File: src/sv/arps_pkg.sv
// Shared constants, types and a helper function of the alignment pattern row scanner.
package arps_pkg;

  // Row geometry and run counter saturation
  localparam int ROW_WIDTH = 4096;
  localparam int RUN_W     = 12;
  localparam int RUN_CAP_I = ((ROW_WIDTH - 1) < 4095) ? (ROW_WIDTH - 1) : 4095;
  localparam logic [RUN_W-1:0] RUN_CAP = RUN_W'(RUN_CAP_I);

  // Field widths
  localparam int EDGE_W  = 16;
  localparam int X_W     = 12;
  localparam int SUM_W   = 14;
  localparam int SCORE_W = 8;
  localparam int FS_W    = 12;
  localparam int SIZE_W  = 12;
  localparam int DIFF_W  = 17;

  // Configuration register indexes
  localparam int CFG_IDX_W = 1;
  localparam logic [CFG_IDX_W-1:0] CFG_MIN_SCORE   = 1'b0;
  localparam logic [CFG_IDX_W-1:0] CFG_FINDER_SIZE = 1'b1;

  // Score weights
  localparam logic [SCORE_W-1:0] SCORE_SYM    = 8'd100;
  localparam logic [SCORE_W-1:0] SCORE_SIZE   = 8'd22;
  localparam logic [SCORE_W-1:0] SCORE_FINDER = 8'd50;

  // (sum + 1) / 3 as multiply by ceil(2^17 / 3) and shift
  localparam int RECIP3_W  = 16;
  localparam logic [RECIP3_W-1:0] RECIP3 = 16'd43691;
  localparam int RECIP3_SH = 17;
  localparam int PROD_W    = SUM_W + RECIP3_W;

  // Candidate queue and result queue geometry
  localparam int CQ_DEPTH = 4;
  localparam int CQ_AW    = $clog2(CQ_DEPTH);
  localparam int CQ_CW    = $clog2(CQ_DEPTH + 1);
  localparam int RQ_DEPTH = 8;
  localparam int RQ_AW    = $clog2(RQ_DEPTH);
  localparam int RQ_CW    = $clog2(RQ_DEPTH + 4);

  // One candidate: the three scored runs and the pixel that closed them
  typedef struct packed {
    logic [RUN_W-1:0] run_a;
    logic [RUN_W-1:0] run_b;
    logic [RUN_W-1:0] run_c;
    logic [X_W-1:0]   pixel_x;
  } cand_t;

  typedef struct packed {
    logic [SCORE_W-1:0] min_score;
    logic [FS_W-1:0]    finder_size;
  } cfg_t;

  function automatic logic [DIFF_W-1:0] abs_diff(input logic [DIFF_W-1:0] x,
                                                 input logic [DIFF_W-1:0] y);
    abs_diff = (x > y) ? (x - y) : (y - x);
  endfunction

endpackage

File: src/sv/alignment_pattern_row_scanner.sv
// Top level of the alignment pattern row scanner: configuration registers and block wiring.
//
// Scans one row of signed edge responses, one pixel word per clock while full
// is low, for the rise-fall-rise-fall run pattern of a QR alignment pattern. A
// pixel is taken at every clock edge where push is high and full is low, so
// the block sustains one pixel per cycle while full is low; the combinational
// phase and run width update in the front end sets that rate. Each falling
// edge that closes a third run hands the three runs to a four-entry candidate
// queue; a three stage scoring pipeline (sum and centre, reciprocal multiply
// for the mean run size, score and verdict) follows, and passing candidates
// land in an eight-word result queue. A result word, having passed the
// candidate queue, stage registers and result queue, is on out_center_x and
// out_pattern_width while empty is low, and is taken with pop. Full rises
// only when the result side has been stalled long enough to back the
// candidate queue up. Write min_score (index 0) and finder_size (index 1)
// through cfg_we, cfg_index and cfg_wdata while the block is idle; both reset
// to zero. row_start clears phase and run widths before its own pixel.
module alignment_pattern_row_scanner (
  input  logic                               clk,
  input  logic                               rst_n,
  // configuration
  input  logic                               cfg_we,
  input  logic [arps_pkg::CFG_IDX_W-1:0]     cfg_index,
  input  logic [arps_pkg::FS_W-1:0]          cfg_wdata,
  // pixel words
  input  logic                               push,
  output logic                               full,
  input  logic signed [arps_pkg::EDGE_W-1:0] in_edge_value,
  input  logic [arps_pkg::X_W-1:0]           in_pixel_x,
  input  logic                               in_row_start,
  // result words
  output logic                               empty,
  input  logic                               pop,
  output logic [arps_pkg::X_W-1:0]           out_center_x,
  output logic [arps_pkg::SUM_W-1:0]         out_pattern_width
);
  import arps_pkg::*;

  cfg_t  cfg_r;
  logic  in_accept;
  logic  cand_push, cand_pop, cand_empty;
  cand_t cand_wr, cand_rd;

  // Hold configuration; the user must write it only while idle, the block itself does not enforce this
  always_ff @(posedge clk) begin
    if (!rst_n) begin
      cfg_r <= '0;
    end else if (cfg_we) begin
      unique case (cfg_index)
        CFG_MIN_SCORE:   cfg_r.min_score   <= cfg_wdata[SCORE_W-1:0];
        CFG_FINDER_SIZE: cfg_r.finder_size <= cfg_wdata;
        default:         cfg_r <= cfg_r;
      endcase
    end
  end

  // Accept a pixel whenever the candidate queue can take whatever it might raise
  assign in_accept = push && !full;

  arps_front u_front (
    .clk        (clk),
    .rst_n      (rst_n),
    .in_valid   (in_accept),
    .edge_value (in_edge_value),
    .pixel_x    (in_pixel_x),
    .row_start  (in_row_start),
    .cand_valid (cand_push),
    .cand       (cand_wr)
  );

  arps_cand_q u_cand_q (
    .clk     (clk),
    .rst_n   (rst_n),
    .push    (cand_push),
    .wr_data (cand_wr),
    .pop     (cand_pop),
    .rd_data (cand_rd),
    .empty   (cand_empty),
    .full    (full)
  );

  arps_back u_back (
    .clk               (clk),
    .rst_n             (rst_n),
    .cfg               (cfg_r),
    .cand              (cand_rd),
    .cand_empty        (cand_empty),
    .cand_pop          (cand_pop),
    .out_center_x      (out_center_x),
    .out_pattern_width (out_pattern_width),
    .empty             (empty),
    .pop               (pop)
  );

endmodule

File: src/sv/arps_front.sv
// Front end: edge phase tracking and run width counting, one pixel per cycle while in_valid is high.
module arps_front (
  input  logic                   clk,
  input  logic                   rst_n,
  input  logic                   in_valid,
  input  logic signed [arps_pkg::EDGE_W-1:0] edge_value,
  input  logic [arps_pkg::X_W-1:0] pixel_x,
  input  logic                   row_start,
  output logic                   cand_valid,
  output arps_pkg::cand_t        cand
);
  import arps_pkg::*;

  typedef enum logic [1:0] {PH_WAIT, PH_RUN0, PH_RUN1, PH_RUN2} phase_t;

  phase_t           phase_r, phase_nxt, phase_cur;
  logic [RUN_W-1:0] run0_r, run1_r, run2_r;
  logic [RUN_W-1:0] run0_nxt, run1_nxt, run2_nxt;
  logic [RUN_W-1:0] run0_cur, run1_cur, run2_cur;
  logic             pos, neg, fire;

  function automatic logic [RUN_W-1:0] sat_inc(input logic [RUN_W-1:0] v);
    sat_inc = (v < RUN_CAP) ? (v + RUN_W'(1)) : v;
  endfunction

  assign pos = (edge_value != '0) && !edge_value[EDGE_W-1];
  assign neg = edge_value[EDGE_W-1];

  always_comb begin
    phase_cur = row_start ? PH_WAIT : phase_r;
    run0_cur  = row_start ? '0 : run0_r;
    run1_cur  = row_start ? '0 : run1_r;
    run2_cur  = row_start ? '0 : run2_r;
    phase_nxt = phase_cur;
    run0_nxt  = run0_cur;
    run1_nxt  = run1_cur;
    run2_nxt  = run2_cur;
    fire      = 1'b0;
    unique case (phase_cur)
      PH_WAIT: begin
        if (pos) begin
          phase_nxt = PH_RUN0;
          run0_nxt  = sat_inc(run0_cur);
        end
      end
      PH_RUN0: begin
        if (neg) begin
          phase_nxt = PH_RUN1;
          run1_nxt  = sat_inc(run1_cur);
        end else begin
          run0_nxt = sat_inc(run0_cur);
        end
      end
      PH_RUN1: begin
        if (pos) begin
          phase_nxt = PH_RUN2;
          run2_nxt  = sat_inc(run2_cur);
        end else begin
          run1_nxt = sat_inc(run1_cur);
        end
      end
      PH_RUN2: begin
        if (neg) begin
          // third run ends: score, shift runs by two; the run this fall opens holds one pixel already
          fire      = 1'b1;
          phase_nxt = PH_RUN1;
          run0_nxt  = run2_cur;
          run1_nxt  = RUN_W'(1);
          run2_nxt  = '0;
        end else begin
          run2_nxt = sat_inc(run2_cur);
        end
      end
      default: phase_nxt = PH_WAIT;
    endcase
  end

  assign cand_valid    = in_valid && fire;
  assign cand.run_a    = run0_cur;
  assign cand.run_b    = run1_cur;
  assign cand.run_c    = run2_cur;
  assign cand.pixel_x  = pixel_x;

  always_ff @(posedge clk) begin
    if (!rst_n) begin
      phase_r <= PH_WAIT;
      run0_r  <= '0;
      run1_r  <= '0;
      run2_r  <= '0;
    end else if (in_valid) begin
      phase_r <= phase_nxt;
      run0_r  <= run0_nxt;
      run1_r  <= run1_nxt;
      run2_r  <= run2_nxt;
    end
  end

`ifndef ASSERT_OFF
  a_fire_resume: assert property (@(posedge clk) disable iff (!rst_n)
    cand_valid |=> (phase_r == PH_RUN1) && (run2_r == '0) && (run1_r == RUN_W'(1)))
    else $error("front did not resume at the second run after a candidate");
  a_wait_empty: assert property (@(posedge clk) disable iff (!rst_n)
    (phase_r == PH_WAIT) |-> (run0_r == '0) && (run1_r == '0) && (run2_r == '0))
    else $error("runs counted while waiting for the first rise");
  a_run_cap: assert property (@(posedge clk) disable iff (!rst_n)
    (run0_r <= RUN_CAP) && (run1_r <= RUN_CAP) && (run2_r <= RUN_CAP))
    else $error("run width beyond saturation limit");
`endif

endmodule

File: src/sv/arps_cand_q.sv
// Short candidate queue between the front end and the scoring back end.
module arps_cand_q (
  input  logic            clk,
  input  logic            rst_n,
  input  logic            push,
  input  arps_pkg::cand_t wr_data,
  input  logic            pop,
  output arps_pkg::cand_t rd_data,
  output logic            empty,
  output logic            full
);
  import arps_pkg::*;

  cand_t            mem_r [CQ_DEPTH];
  logic [CQ_AW-1:0] wr_ptr_r, rd_ptr_r;
  logic [CQ_CW-1:0] cnt_r;

  assign empty   = (cnt_r == '0);
  assign full    = (cnt_r == CQ_CW'(CQ_DEPTH));
  assign rd_data = mem_r[rd_ptr_r];

  always_ff @(posedge clk) begin
    if (push) begin
      mem_r[wr_ptr_r] <= wr_data;
    end
  end

  always_ff @(posedge clk) begin
    if (!rst_n) begin
      wr_ptr_r <= '0;
      rd_ptr_r <= '0;
      cnt_r    <= '0;
    end else begin
      if (push) begin
        wr_ptr_r <= wr_ptr_r + CQ_AW'(1);
      end
      if (pop) begin
        rd_ptr_r <= rd_ptr_r + CQ_AW'(1);
      end
      if (push && !pop) begin
        cnt_r <= cnt_r + CQ_CW'(1);
      end else if (pop && !push) begin
        cnt_r <= cnt_r - CQ_CW'(1);
      end
    end
  end

`ifndef ASSERT_OFF
  a_no_overflow: assert property (@(posedge clk) disable iff (!rst_n)
    push |-> !full)
    else $error("candidate queue overflow");
  a_no_underflow: assert property (@(posedge clk) disable iff (!rst_n)
    pop |-> !empty)
    else $error("candidate queue underflow");
  a_ptr_count: assert property (@(posedge clk) disable iff (!rst_n)
    (cnt_r == '0) |-> (wr_ptr_r == rd_ptr_r))
    else $error("candidate queue pointers disagree with count");
`endif

endmodule

File: src/sv/arps_back.sv
// Back end: three stage candidate scoring pipeline and result queue.
module arps_back (
  input  logic                      clk,
  input  logic                      rst_n,
  input  arps_pkg::cfg_t            cfg,
  input  arps_pkg::cand_t           cand,
  input  logic                      cand_empty,
  output logic                      cand_pop,
  output logic [arps_pkg::X_W-1:0]  out_center_x,
  output logic [arps_pkg::SUM_W-1:0] out_pattern_width,
  output logic                      empty,
  input  logic                      pop
);
  import arps_pkg::*;

  // stage 1: sum, centre and nonzero check
  logic               s1_v_r, s1_ok_r;
  logic [RUN_W-1:0]   s1_a_r, s1_b_r, s1_c_r;
  logic [SUM_W-1:0]   s1_sum_r;
  logic [X_W-1:0]     s1_cx_r;
  // stage 2: reciprocal product and finder size test
  logic               s2_v_r, s2_ok_r, s2_fs_hit_r;
  logic [RUN_W-1:0]   s2_a_r, s2_b_r, s2_c_r;
  logic [SUM_W-1:0]   s2_sum_r;
  logic [X_W-1:0]     s2_cx_r;
  logic [PROD_W-1:0]  s2_prod_r;
  // stage 3: verdict
  logic               s3_v_r, s3_pass_r;
  logic [SUM_W-1:0]   s3_sum_r;
  logic [X_W-1:0]     s3_cx_r;

  logic [SUM_W-1:0]   sum0, cx_diff;
  logic [X_W-1:0]     cx0;
  logic [DIFF_W-1:0]  s7, fs3, fs_tol;
  logic [FS_W-3:0]    fs_q;
  logic [SIZE_W-1:0]  size, tol;
  logic [SCORE_W-1:0] score;
  logic               pass;

  // result queue
  logic [X_W-1:0]     rq_cx_r  [RQ_DEPTH];
  logic [SUM_W-1:0]   rq_sum_r [RQ_DEPTH];
  logic [RQ_AW-1:0]   rq_wr_ptr_r, rq_rd_ptr_r;
  logic [RQ_CW-1:0]   rq_cnt_r, inflight;
  logic               rq_wr, rq_rd;

  // Reserve a result slot for every candidate in flight, so the pipeline never stalls
  assign inflight = RQ_CW'(s1_v_r) + RQ_CW'(s2_v_r) + RQ_CW'(s3_v_r);
  assign cand_pop = !cand_empty && ((inflight + rq_cnt_r) < RQ_CW'(RQ_DEPTH));

  always_comb begin
    sum0    = SUM_W'(cand.run_a) + SUM_W'(cand.run_b) + SUM_W'(cand.run_c);
    cx_diff = SUM_W'(cand.pixel_x) - SUM_W'(cand.run_c) - SUM_W'(cand.run_b[RUN_W-1:1]);
    cx0     = cx_diff[SUM_W-1] ? '0 : cx_diff[X_W-1:0];
  end

  always_comb begin
    s7     = DIFF_W'({s1_sum_r, 3'b000}) - DIFF_W'(s1_sum_r);
    fs3    = DIFF_W'({cfg.finder_size, 1'b0}) + DIFF_W'(cfg.finder_size);
    fs_q   = cfg.finder_size[FS_W-1:2];
    fs_tol = DIFF_W'({fs_q, 3'b000}) - DIFF_W'(fs_q);
  end

  always_comb begin
    size  = s2_prod_r[RECIP3_SH +: SIZE_W];
    tol   = size >> 1;
    score = '0;
    if (abs_diff(DIFF_W'(s2_a_r), DIFF_W'(s2_c_r)) < DIFF_W'(tol)) begin
      score = score + SCORE_SYM;
    end
    if (abs_diff(DIFF_W'(size), DIFF_W'(s2_a_r)) < DIFF_W'(tol)) begin
      score = score + SCORE_SIZE;
    end
    if (abs_diff(DIFF_W'(size), DIFF_W'(s2_b_r)) < DIFF_W'(tol)) begin
      score = score + SCORE_SIZE;
    end
    if (abs_diff(DIFF_W'(size), DIFF_W'(s2_c_r)) < DIFF_W'(tol)) begin
      score = score + SCORE_SIZE;
    end
    if (s2_fs_hit_r) begin
      score = score + SCORE_FINDER;
    end
    pass = s2_ok_r && (score > cfg.min_score);
  end

  // payload stages
  always_ff @(posedge clk) begin
    s1_a_r      <= cand.run_a;
    s1_b_r      <= cand.run_b;
    s1_c_r      <= cand.run_c;
    s1_sum_r    <= sum0;
    s1_cx_r     <= cx0;
    s1_ok_r     <= (cand.run_a != '0) && (cand.run_b != '0) && (cand.run_c != '0);
    s2_a_r      <= s1_a_r;
    s2_b_r      <= s1_b_r;
    s2_c_r      <= s1_c_r;
    s2_sum_r    <= s1_sum_r;
    s2_cx_r     <= s1_cx_r;
    s2_ok_r     <= s1_ok_r;
    s2_prod_r   <= PROD_W'(s1_sum_r + SUM_W'(1)) * PROD_W'(RECIP3);
    s2_fs_hit_r <= abs_diff(s7, fs3) < fs_tol;
    s3_sum_r    <= s2_sum_r;
    s3_cx_r     <= s2_cx_r;
    s3_pass_r   <= pass;
  end

  always_ff @(posedge clk) begin
    if (!rst_n) begin
      s1_v_r <= 1'b0;
      s2_v_r <= 1'b0;
      s3_v_r <= 1'b0;
    end else begin
      s1_v_r <= cand_pop;
      s2_v_r <= s1_v_r;
      s3_v_r <= s2_v_r;
    end
  end

  assign rq_wr             = s3_v_r && s3_pass_r;
  assign rq_rd             = pop && !empty;
  assign empty             = (rq_cnt_r == '0);
  assign out_center_x      = rq_cx_r[rq_rd_ptr_r];
  assign out_pattern_width = rq_sum_r[rq_rd_ptr_r];

  always_ff @(posedge clk) begin
    if (rq_wr) begin
      rq_cx_r[rq_wr_ptr_r]  <= s3_cx_r;
      rq_sum_r[rq_wr_ptr_r] <= s3_sum_r;
    end
  end

  always_ff @(posedge clk) begin
    if (!rst_n) begin
      rq_wr_ptr_r <= '0;
      rq_rd_ptr_r <= '0;
      rq_cnt_r    <= '0;
    end else begin
      if (rq_wr) begin
        rq_wr_ptr_r <= rq_wr_ptr_r + RQ_AW'(1);
      end
      if (rq_rd) begin
        rq_rd_ptr_r <= rq_rd_ptr_r + RQ_AW'(1);
      end
      if (rq_wr && !rq_rd) begin
        rq_cnt_r <= rq_cnt_r + RQ_CW'(1);
      end else if (rq_rd && !rq_wr) begin
        rq_cnt_r <= rq_cnt_r - RQ_CW'(1);
      end
    end
  end

`ifndef ASSERT_OFF
  a_rq_room: assert property (@(posedge clk) disable iff (!rst_n)
    rq_wr |-> (rq_cnt_r < RQ_CW'(RQ_DEPTH)))
    else $error("result queue overflow");
  a_credit: assert property (@(posedge clk) disable iff (!rst_n)
    (inflight + rq_cnt_r) <= RQ_CW'(RQ_DEPTH))
    else $error("more words in flight than result slots");
  a_pop_enters: assert property (@(posedge clk) disable iff (!rst_n)
    cand_pop |=> s1_v_r)
    else $error("popped candidate lost before scoring");
`endif

endmodule
File: config.mk
export PLATFORM = sky130hd
export DESIGN_NAME = alignment_pattern_row_scanner
export DESIGN_NICKNAME = d
export VERILOG_FILES = /design/src/sv/arps_pkg.sv /design/src/sv/alignment_pattern_row_scanner.sv /design/src/sv/arps_front.sv /design/src/sv/arps_cand_q.sv /design/src/sv/arps_back.sv
export SDC_FILE = /design/constraint.sdc
export NUM_CORES = 1
export LEC_CHECK = 0
export BUFFER_PORTS_ARGS = -buffer_cell sky130_fd_sc_hd__buf_2
export CAP_MARGIN = 30
export CORE_MARGIN = 1.5
export CORE_UTILIZATION = 52
export CTS_CLUSTER_DIAMETER = 50
export DETAILED_ROUTE_END_ITERATION = 8
export GPL_TIMING_DRIVEN = 0
export PLACE_DENSITY_LB_ADDON = 0.1
export SLEW_MARGIN = 15
export SYNTH_ARGS = -nofsm -noshare
export SYNTH_HDL_FRONTEND = slang
export SYNTH_SLANG_ARGS = --single-unit
File: constraint.sdc
create_clock -name clk -period 7.04 [get_ports clk]
set_input_delay 0.352 -clock clk [delete_from_list [all_inputs] [get_ports clk]]
set_output_delay 0.352 -clock clk [all_outputs]
set_load 0.01 [all_outputs]
==> summary.txt <==
CTS
  – CTS Sinks: 649
  – H-Tree Depth: 3
  – Number of CTS-inserted buffers: 77
  – CTS max path bufs: 3
  – Skew-Pair Late Insertion Delay: 650 ps
  – CTS tree: done
  – Worst-path clk slew: 60 ps
  – Clock root buffer master: clkbuf_16

Finish
  – Antenna Cells: 0
  – Share of layout cells above drive strength 1: 0.189
  – Fillers: 5813
  – Area growth syn-to-layout: 16.7%
  – Final #Nets: 4060
  – Final core occ: 0.615
  – Most common cell after layout, fill and taps aside: edfxtp_1
  – Commonest non-fill, non-tap cells in the layout: edfxtp_1 (400), ha_1 (367), inv_1 (299)

Global routing
  – Global-route wire length before repair: 152000 um
  – Initial antenna violation count: 0
  – Grt total ovfl: 0
  – GRT Overall Usage: 0.265
  – Largest net degree at the start of global routing: 49
  – Vias in the first global route: 26500

Floorplan
  – Die height: 273 um
  – Die Footprint: 74300 um2
  – Site row count: 98
  – Die X: 273 um
  – Initial Util: 0.527
  – IO Pins: 75
  – Core ar.: 71700 um2

Worst setup path
  – Worst-path fanout max: 10
  – CP Launch Type: register
  – Critical path endpoint category: register
  – WP data required: 7560 ps
  – Slowest stage cell on the critical path: dfxtp_4
  – Max incr delay on CP: 410 ps
  – Crit Path Category: register to register
  – Most used cell along the critical path: ha_1
  – Worst Path Arrival: 7520 ps

Yosys
  – Post-synthesis cell type count: 106
  – Async SR Flop Fraction: 0
  – Top_reg_cell synth: edfxtp_1
  – Sequential cell area fraction in the yosys report: 0.450
  – Post-Syn Instances: 3279
  – Yosys reg bits: 649
  – EDFF count, synth: 400
  – Synth warnings: 0
  – Syn_nets: 3792
  – Synth Cell Area: 37800 um2
  – Mapped Avg Cell Area: 11.5 um2

Timing
  – Max Fclk: 143 MHz
  – Worst Tran Pin Value: 982 ps
  – Relative slew slack: 0.345
  – Finish-stage setup viols: 0
  – Slew Viols, Final: 0
  – Final period utilization: 0.994
  – RSZ-0062 raised after global routing: true
  – Min cycle time layout: 7000 ps
  – Hold Fails Final Rpt: 0
  – Clock skew: 28.1 ps

Run status
  – Outcome: finished, final reports clean

Routing
  – Remaining antenna violation count: 0
  – Routed len/inst: 21.6 um
  – Iter 0 DRT Violations: 1963
  – Initial DRT Pass Iterations: 5
  – Routed Wire Length: 98600 um
  – DR DRC count: 0
  – Vias/cell: 5.77
  – Total vias in the final route: 26300

Place
  – # port buffers: 73
  – Routability cong.: 0.899
  – HPWL after DPL: 72400 um

Job
  – Max-Cap Viols: 0

Worst hold path
  – Worst hold-check path type: input port to register
## through the flow
step	hold slack, ps	area, um2	std cells	setup slack (ps)	TNS, ps
global placement	311	39400	4302	-1570	-2780
global route	41.8	44100	4562	-259	-498
floorplan	310	37800	3279	37.7	0
CTS	1.30	43500	4537	-24.7	-24.7
detailed placement	312	39700	4317	-1590	-3300
finish	24.5	44100	4562	43.2	0
## cells in the mapped netlist (6+ instances only)
cell	count	area share
a211o_1	6	0.0014
a211oi_1	18	0.0036
a21boi_0	38	0.0075
a21o_1	63	0.013
a21oi_1	206	0.027
a22oi_1	6	0.0012
a31oi_1	15	0.0025
and2_1	30	0.0050
and3_1	15	0.0025
buf_1	15	0.0015
buf_2	25	0.0033
clkbuf_1	56	0.0056
dfxtp_1	249	0.13
edfxtp_1	400	0.32
fa_1	79	0.042
ha_1	387	0.13
inv_1	311	0.031
mux2_2	37	0.011
mux2i_1	44	0.012
mux4_2	100	0.060
nand2_1	171	0.017
nand2b_1	39	0.0065
nand3_1	51	0.0068
nand4_1	28	0.0046
nor2_1	162	0.016
nor2b_1	93	0.015
nor3_1	51	0.0068
nor4_1	19	0.0031
o2111ai_1	6	0.0014
o211a_1	8	0.0021
o211ai_1	19	0.0038
o21a_1	32	0.0064
o21ai_0	131	0.017
o21bai_1	30	0.0060
o221ai_1	6	0.0014
o22ai_1	8	0.0013
o31ai_1	8	0.0016
or2_2	7	0.0012
or3_1	14	0.0023
xnor2_1	123	0.028
xor2_1	38	0.0088
## critical path: cells and delay by family (launching register included)
family	cells	cell delay (ps)
AOI/OAI and AO/OA	16	2810
adders and majority gates	5	1290
and+or+nand+nor	10	1180
buffers and inverters	4	600
DFF	1	410
muxes	1	290
xor gates and xnor gates	2	250
## what timing repair did
action / in CTS / in global routing
setup endpoints to repair: 6 / 6
pin swaps: 25 / 53
endpoints found under the hold margin: 59 / 0
hold buffers: 21 / 0
buffers inserted: 60 / 22
gates resized for setup: 119 / 99
## per-layer routing
| metal | track usage | part of all wire | vias up |
|---|---|---|---|
| met5 | 0 | 0 | - |
| met4 | 0.0854 | 0.028 | 0 |
| met3 | 0.0308 | 0.045 | 143 |
| met2 | 0.423 | 0.46 | 736 |
| met1 | 0.380 | 0.47 | 13000 |
| li1 | - | - | 12400 |
## kinds of logic (layout without fill, tap and decap cells)
kind of cell    count (synthesis)  after routing  share of synthesized area
mux                           181            181                     0.0823
compound gates                689            689                      0.122
xor+xnor                      162            162                     0.0377
flops                         649            649                      0.450
buf+inv                       419            752                     0.0439
fa+ha+maj                     466            466                      0.170
simple gates                  713            713                     0.0949
## flip-flops by register name, indices dropped and copies added (netlist names), 4 cells and up, named ones only
| name | count |
|---|---|
| u_back.s2_sum_r | 14 |
| u_front.run2_r | 12 |
| u_back.s1_b_r | 12 |
| u_back.s3_cx_r | 12 |
| u_back.s2_cx_r | 12 |
| u_back.rq_cnt_r | 4 |
| u_back.s1_c_r | 12 |
| u_cand_q.mem_r | 192 |
| u_back.rq_cx_r | 96 |
| cfg_r | 20 |
| u_back.s2_c_r | 12 |
| u_back.s2_prod_r | 12 |
| u_front.run0_r | 12 |
| u_back.s1_cx_r | 12 |
| u_back.rq_sum_r | 112 |
| u_back.s3_sum_r | 14 |
| u_back.s2_a_r | 12 |
| u_front.run1_r | 12 |
| u_back.s1_sum_r | 14 |
| u_back.s1_a_r | 12 |
| u_back.s2_b_r | 12 |
## final cells by class
| class | instances | area (um2) | area share |
|---|---|---|---|
| inverter | 313 | 1220 | 0.0276 |
| timing repair buffer | 196 | 1520 | 0.0344 |
| tap | 950 | 1190 | 0.0269 |
| clock buffer | 100 | 2170 | 0.0492 |
| buffer | 99 | 513 | 0.0116 |
| multi-input combinational | 2211 | 19900 | 0.451 |
| clock inverter | 44 | 567 | 0.0128 |
| sequential | 649 | 17100 | 0.386 |
## path summary, 6_finish.rpt
check / startpoint / to / slack, ps / cells after the start
worst max-delay path: u_back.s2_c_r[1] / u_back.s3_pass_r / 40 / 38
worst min-delay path: cfg_wdata[5] / cfg_r[5] / 20 / 3
worst max register to register: u_back.s2_c_r[1] / u_back.s3_pass_r / 40 / 38
worst min register to register: u_back.s1_b_r[4] / u_back.s2_b_r[4] / 320 / 0
Power is not shown: default switching activity piles up to over one toggle a cycle in this logic, so the estimate is an artifact.
